$ cat src/rtl/set_associative_cache_lru_unit_macros.svh
// assertion helpers for the cache lru unit
`ifndef SET_ASSOCIATIVE_CACHE_LRU_UNIT_MACROS_SVH
`define SET_ASSOCIATIVE_CACHE_LRU_UNIT_MACROS_SVH

// same-cycle implication
`define SACL_ASSERT_IMPL(lbl, clk, rstn, ante, cons) \
    lbl: assert property (@(posedge clk) disable iff (!(rstn)) (ante) |-> (cons)) \
        else $error("assertion failed");

// next-cycle implication
`define SACL_ASSERT_NEXT(lbl, clk, rstn, ante, cons) \
    lbl: assert property (@(posedge clk) disable iff (!(rstn)) (ante) |=> (cons)) \
        else $error("assertion failed");

`endif

$ cat src/rtl/sacl_pkg.sv
`default_nettype none
package sacl_pkg;

    localparam int unsigned DEF_TOTAL_LINES  = 64;
    localparam int unsigned DEF_LINE_BYTES   = 16;
    localparam int unsigned DEF_ADDRESS_BITS = 32;
    localparam int unsigned DEF_STAMP_BITS   = 32;

    localparam int unsigned COUNT_BITS = 32;
    localparam int unsigned WAY_BITS   = 6;
    localparam int unsigned MODE_BITS  = 2;

    localparam logic [MODE_BITS-1:0] MODE_DIRECT   = 2'd0;
    localparam logic [MODE_BITS-1:0] MODE_TWO_WAY  = 2'd1;
    localparam logic [MODE_BITS-1:0] MODE_FOUR_WAY = 2'd2;
    localparam logic [MODE_BITS-1:0] MODE_FULL     = 2'd3;

    // log2 of the number of ways per set
    function automatic int unsigned way_shift(logic [MODE_BITS-1:0] mode,
                                              int unsigned idx_bits);
        int unsigned sh;
        case (mode)
            MODE_DIRECT:   sh = 0;
            MODE_TWO_WAY:  sh = 1;
            MODE_FOUR_WAY: sh = 2;
            MODE_FULL:     sh = idx_bits;
            default:       sh = 0;
        endcase
        return sh;
    endfunction

endpackage
`default_nettype wire

$ cat src/rtl/sacl_cell.sv
`default_nettype none
module sacl_cell import sacl_pkg::*; #(
    parameter int unsigned IDX_BITS   = 6,
    parameter int unsigned TAG_BITS   = 28,
    parameter int unsigned STAMP_BITS = 32,
    parameter int unsigned CELL_IDX   = 0
) (
    input  wire                  aclk,
    input  wire                  aresetn,
    input  wire [IDX_BITS-1:0]   way_mask,
    input  wire [IDX_BITS+TAG_BITS+IDX_BITS+1+IDX_BITS+1+IDX_BITS+STAMP_BITS:0] rec_in,
    output logic [IDX_BITS+TAG_BITS+IDX_BITS+1+IDX_BITS+1+IDX_BITS+STAMP_BITS:0] rec_out,
    input  wire [1+IDX_BITS+1+TAG_BITS+STAMP_BITS-1:0] wb_in
);

    typedef struct packed {
        logic                  active;
        logic [TAG_BITS-1:0]   line;
        logic [IDX_BITS-1:0]   base;
        logic                  found;
        logic [IDX_BITS-1:0]   hit_way;
        logic                  have_inv;
        logic [IDX_BITS-1:0]   vway;
        logic [STAMP_BITS-1:0] best;
        logic [IDX_BITS-1:0]   spare;
    } rec_t;

    typedef struct packed {
        logic                  en;
        logic [IDX_BITS-1:0]   idx;
        logic                  fill;
        logic [TAG_BITS-1:0]   line;
        logic [STAMP_BITS-1:0] stamp;
    } wb_t;

    localparam logic [IDX_BITS-1:0] MY_IDX = IDX_BITS'(CELL_IDX);

    rec_t                  rin;
    wb_t                   wb;
    rec_t                  rec_reg;
    rec_t                  rec_next;
    logic                  valid_reg;
    logic [TAG_BITS-1:0]   tag_reg;
    logic [STAMP_BITS-1:0] stamp_reg;
    logic                  in_set;
    logic [IDX_BITS-1:0]   j;

    assign rin    = rec_t'(rec_in);
    assign wb     = wb_t'(wb_in);
    assign in_set = ((MY_IDX & ~way_mask) == rin.base);
    assign j      = MY_IDX & way_mask;

    always_comb begin
        rec_next = rin;
        if (rin.active && in_set && !rin.found) begin
            if (valid_reg && (tag_reg == rin.line)) begin
                rec_next.found   = 1'b1;
                rec_next.hit_way = j;
            end else if (!valid_reg) begin
                if (!rin.have_inv) begin
                    rec_next.have_inv = 1'b1;
                    rec_next.vway     = j;
                end
            end else if (!rin.have_inv && ((j == '0) || (stamp_reg < rin.best))) begin
                rec_next.best = stamp_reg;
                rec_next.vway = j;
            end
        end
    end

    always_ff @(posedge aclk) begin
        if (!aresetn) begin
            rec_reg <= '0;
        end else begin
            rec_reg <= rec_next;
        end
    end

    always_ff @(posedge aclk) begin
        if (!aresetn) begin
            valid_reg <= 1'b0;
            stamp_reg <= '0;
        end else if (wb.en && (wb.idx == MY_IDX)) begin
            stamp_reg <= wb.stamp;
            if (wb.fill) begin
                valid_reg <= 1'b1;
            end
        end
    end

    always_ff @(posedge aclk) begin
        if (wb.en && (wb.idx == MY_IDX) && wb.fill) begin
            tag_reg <= wb.line;
        end
    end

    assign rec_out = rec_reg;

endmodule
`default_nettype wire

$ cat config.mk
export PLATFORM = sky130hd
export DESIGN_NAME = sacl_cell
export DESIGN_NICKNAME = d
export VERILOG_FILES = /design/src/rtl/set_associative_cache_lru_unit_macros.svh /design/src/rtl/sacl_pkg.sv /design/src/rtl/sacl_cell.sv
export SDC_FILE = /design/constraint.sdc
export NUM_CORES = 1
export LEC_CHECK = 0
export ABC_CLOCK_PERIOD_IN_PS = 4260
export BUFFER_PORTS_ARGS = -buffer_cell sky130_fd_sc_hd__buf_2
export CORE_ASPECT_RATIO = 0.75
export CORE_MARGIN = 4
export CORE_UTILIZATION = 45
export DETAILED_ROUTE_END_ITERATION = 8
export PLACE_DENSITY = 0.86
export SYNTH_ARGS = -nofsm -noshare
export SYNTH_HDL_FRONTEND = slang
export SYNTH_SLANG_ARGS = --single-unit
$ cat constraint.sdc
create_clock -name aclk -period 4.26 [get_ports aclk]
set_input_delay 0.213 -clock aclk [delete_from_list [all_inputs] [get_ports aclk]]
set_output_delay 0.213 -clock aclk [all_outputs]
set_load 0.01 [all_outputs]
**Yosys cells after proc, flatten, opt, wreduce, memory -nomap -nowiden**

Cells that the tools add are included.

- Output and inout port bits: 87
- Bits of input ports: 163
- Register bits: 148

- Reduce and logical (&&, ||, !) cells: 9
- Equal/unequal tests: 1
- Multiplexer cells: 8

Operators with widths:

| kind | count |
|---|---|
| $mux 46 | 1 |
| $mux 39 | 1 |
| $mux 38 | 1 |
| $mux 32 | 1 |
| $eq 28x28->1 | 1 |
| $logic_not 6->1 | 2 |
| $mux 6 | 2 |
| $mux 7 | 1 |
| $logic_and 1x1->1 | 5 |
| $reduce_and 2->1 | 1 |
| $logic_not 1->1 | 1 |
| $mux 1 | 1 |

**Depth between registers and ports, before layout**

- Depth in word-level cells: 4
- Depth in mapped cells: 6

**Least setup slack after synthesis**

No wires, ideal clock.

- Kind: input -> register
- Start point: in wb_in[63]
- End point: reg tag_reg[0], enable pin
- Required time: 3.872 ns
- Library setup time: 0.388 ns
- Stages: 2
- Buffers on the path: 0
- Slack: 2.459 ns
- Arrival time: 1.412 ns
- Path through: nor4b_1 -> and3_1

- Longest elaborated chain between the ends: 3

Ends and longest elaborated chain:

| what | line | RTL |
|---|---|---|
| start, declared | sacl_cell.sv:13 | `input wire [1+IDX_BITS+1+TAG_BITS+STAMP_BITS-1:0] wb_in` |
| $logic_not 6->1 | sacl_cell.sv:92 | `if (wb.en && (wb.idx == MY_IDX) && wb.fill) begin` |
| $logic_and 1x1->1 (2 in a row) | sacl_cell.sv:92 |  |
| end signal, assigned | sacl_cell.sv:93 | `tag_reg <= wb.line;` |
| end, declared | sacl_cell.sv:43 | `logic [TAG_BITS-1:0] tag_reg;` |

No other way between the ends.
A chain may end at the register's enable or synchronous reset.

**Worst setup path after layout**

- Start point: reg tag_reg[19]
- End point: reg rec_reg, in the netlist rec_out[41]

- Longest elaborated chain between the ends: 4

Ends and longest elaborated chain:

| what | line | RTL |
|---|---|---|
| $eq 28x28->1 | sacl_cell.sv:56 | `if (valid_reg && (tag_reg == rin.line)) begin` |
| $logic_and 1x1->1 | sacl_cell.sv:56 |  |
| $mux 39 | sacl_cell.sv:56 |  |
| $mux 46 | sacl_cell.sv:55 | `if (rin.active && in_set && !rin.found) begin` |
| end signal, assigned | sacl_cell.sv:75 | `rec_reg <= rec_next;` |
| end, declared | sacl_cell.sv:40 | `rec_t rec_reg;` |

No other way between the ends.

==> impl_metrics.py <==
metrics = {
    "timing": {
        "hold_viol": 0,
        "final.setup_skew_ns": 0.0134,
        "finalCritPeriodShare": 0.545,
        "report.final.slew_viol_count": 0,
        "worst_slack_ns": 1.94,
        "slew_headroom": 0.148,
        "fin_crit_ns": 2.32,
        "setup_tns_ns": 0,
        "worstMarginPinSlew_ns": 1.28,
        "setup_viol": 0,
        "timing.hold.ws_ns": 0.0198,
        "rsz0062_at_grt": "false",
        "max_freq_ghz": 0.431,
    },
    "setup_path": {
        "crit_path_max_incr_delay_ns": 0.72,
        "worstPathRequired_ns": 4.54,
        "path_class": "register to register",
        "reg2regPathDepth": 5,
        "crit_fanout": 6,
        "cp-end-kind": "register",
        "critPathLaunchType": "register",
        "cp_cell_sequence": "xnor2_1 -> nand4_1 -> nor4_2 -> a211oi_1 -> nor3b_1",
        "cp.arrival_ns": 2.61,
        "critPathSlowestCell": "nor4_2",
        "reg2reg_from": "tag_reg[19]",
        "reg2reg_to": "rec_out[41]",
        "r2r_slack_ns": 1.94,
    },
    "final_layout": {
        "fin_nets": 913,
        "largest_reg_flops": 87,
        "instances_no_fill": 903,
        "areaGrowthSynthToFinish_pct": 43.8,
        "n_antenna_cell": 0,
        "nFillCells": 797,
        "drive_gt1_frac": 0.367,
    },
    "grt": {
        "grt_pass1_vias": 4450,
        "antenna_found_initial": 0,
        "grt_max_degree": 108,
        "grt_pass1_wl_um": 21400,
        "gr-total-overflow": 0,
        "grt_usage": 0.210,
    },
    "logic_synthesis": {
        "syn_nets": 640,
        "yosysUniqueCellTypes": 25,
        "syn-cell-area_um2": 5100,
        "synthFlopType": "dfxtp_1",
        "synthMuxAreaShare": 0.0627,
        "synth_top_family_by_area": "simple AND/OR/NAND/NOR gates",
        "synth_compound_area_frac": 0.0397,
        "yosysSeqAreaShare": 0.635,
        "synth-simple-area-share": 0.188,
        "ys_seq_elements": 148,
        "synth_enable_flop_cells": 28,
        "syn_inst": 477,
        "synthAdderAreaFrac": 0,
        "synth_warnings": 0,
        "avgSynthCellArea_um2": 10.7,
        "synth_xor_area_frac": 0.0480,
        "async_flop_share": 0,
    },
    "flow_run": {
        "maxCapViolCount": 0,
    },
    "routing": {
        "postRouteAntennaNets": 0,
        "viasPerCell": 4.75,
        "vias": 4289,
        "first_iter_violations": 175,
        "wire_per_inst_um": 15.4,
        "drt-total-wl_um": 13900,
        "drc": 0,
        "drtPass1Iterations": 6,
    },
    "min_path": {
        "min_from": "rec_in[45]",
        "holdPathEnd": "rec_out[45]",
        "hp-class": "primary input to register",
        "hold_depth": 2,
    },
    "cts": {
        "ctsHtreeMaxLevel": 4,
        "cts-root-buf": "clkbuf_16",
        "cts.sinks": 148,
        "post_cts_resized": 0,
        "cts_tree": "yes",
        "post_cts_buffers": 0,
        "cts_made_buffers": 17,
        "clockBufferDepth": 2,
        "clock_latency_ns": 0.41,
        "path_clk_slew_ns": 0.07,
    },
    "die": {
        "start_util": 0.463,
        "dieArea_um2": 13100,
        "rows": 33,
        "die_x_um": 131,
        "die_height_um": 100,
        "io_pins": 250,
        "core-area_um2": 11000,
    },
    "placement": {
        "dp_cells": 837,
        "pre_cts_slack_ns": 1.89,
        "portBuffers": 243,
        "hpwlAfterDp_um": 9680,
        "gp_congestion": 0.794,
    },
    "power": {
        "vdd_ir_drop_max_v": 0.000358,
        "leakage_uw": 0.00316,
        "p_per_area_nw_per_um2": 440,
    },
    "status": {
        "status": "complete, no violations",
    },
}
what timing repair did:
item | 4_1_cts | 5_1_grt
endpoints found under the hold margin | 34 | 0
hold buffers | 34 | 0
endpoints found under the setup margin | 0 | 0
worst max-delay path by stage:
stage               slack, ns            end         from
global route             1.82    rec_out[39]  tag_reg[27]
floorplan                2.46     tag_reg[0]    wb_in[63]
detailed placement       1.89  stamp_reg[11]    wb_in[63]
finish                   1.94    rec_out[41]  tag_reg[19]
global placement         2.03  stamp_reg[23]    wb_in[63]
CTS                      2.02    rec_out[39]  tag_reg[19]
layout by cell type (no fill, tap or decap), drive strengths merged, types with 9 or more instances in the layout:
| cell | instances |
|---|---|
| nand2 | 131 |
| buf | 246 |
| dfxtp | 120 |
| clkbuf | 19 |
| xnor2 | 28 |
| and2 | 49 |
| inv | 9 |
| edfxtp | 28 |
| dlygate4sd3 | 34 |
| mux2i | 32 |
| a21oi | 34 |
power by group:
part | total (µW) | switching [µW] | internal [µW]
Clock | 1490 | 586 | 906
Sequential | 1480 | 10.7 | 1470
Combinational | 252 | 120 | 133
final cells by class:
class | instances | area, µm² | share of cell area
flip-flops and latches | 148 | 3240 | 0.442
inverters | 2 | 7.51 | 0.00102
clock buffers | 19 | 454 | 0.0619
repair buffers | 280 | 1580 | 0.215
well taps | 140 | 175 | 0.0239
multi-input cells | 301 | 1740 | 0.237
clock inverters | 13 | 143 | 0.0194
critical path: cells and delay by family, from the launching register on:
kind	cells	cell delay [ns]
flip-flops	1	0.40
AO/OA/AOI/OAI	1	0.38
XOR/XNOR	1	0.17
AND/OR/NAND/NOR	3	1.23
synthesized netlist by cell type (all sizes together) (3+ instances only):
| cell | count | area, µm² |
|---|---|---|
| edfxtp | 28 | 841 |
| nand4 | 6 | 37.5 |
| nor3b | 6 | 45.0 |
| nor4 | 3 | 31.3 |
| dfxtp | 120 | 2400 |
| buf | 6 | 48.8 |
| nand2 | 131 | 492 |
| and2 | 49 | 307 |
| clkbuf | 20 | 75.1 |
| a21oi | 34 | 174 |
| mux2i | 32 | 320 |
| xnor2 | 28 | 245 |
routing by layer:
metal	track usage	vias up	wire length (µm)
met4	0.0696	0	257
met1	0.232	1992	5270
met3	0.0622	26	993
met5	0	-	0
li1	-	2101	-
met2	0.382	170	7340
cell families after synthesis:
group / after synthesis
AO/OA/AOI/OAI: 38
XOR/XNOR: 28
buffers and inverters: 28
flip-flops: 148
multiplexers: 32
AND/OR/NAND/NOR: 203
stage by stage:
| step | total power, µW | area (µm²) | utilization |
|---|---|---|---|
| 2_1_floorplan | 1600 | 5100 | - |
| 3_3_place_gp | 1730 | 6400 | 0.581 |
| 3_5_place_dp | 1740 | 6400 | 0.581 |
| 4_1_cts | 3250 | 7340 | 0.666 |
| 5_1_grt | 3350 | 7340 | 0.666 |
| 6_report | 3230 | 7340 | 0.666 |
No activity file was read; power rests on OpenSTA's default activity.
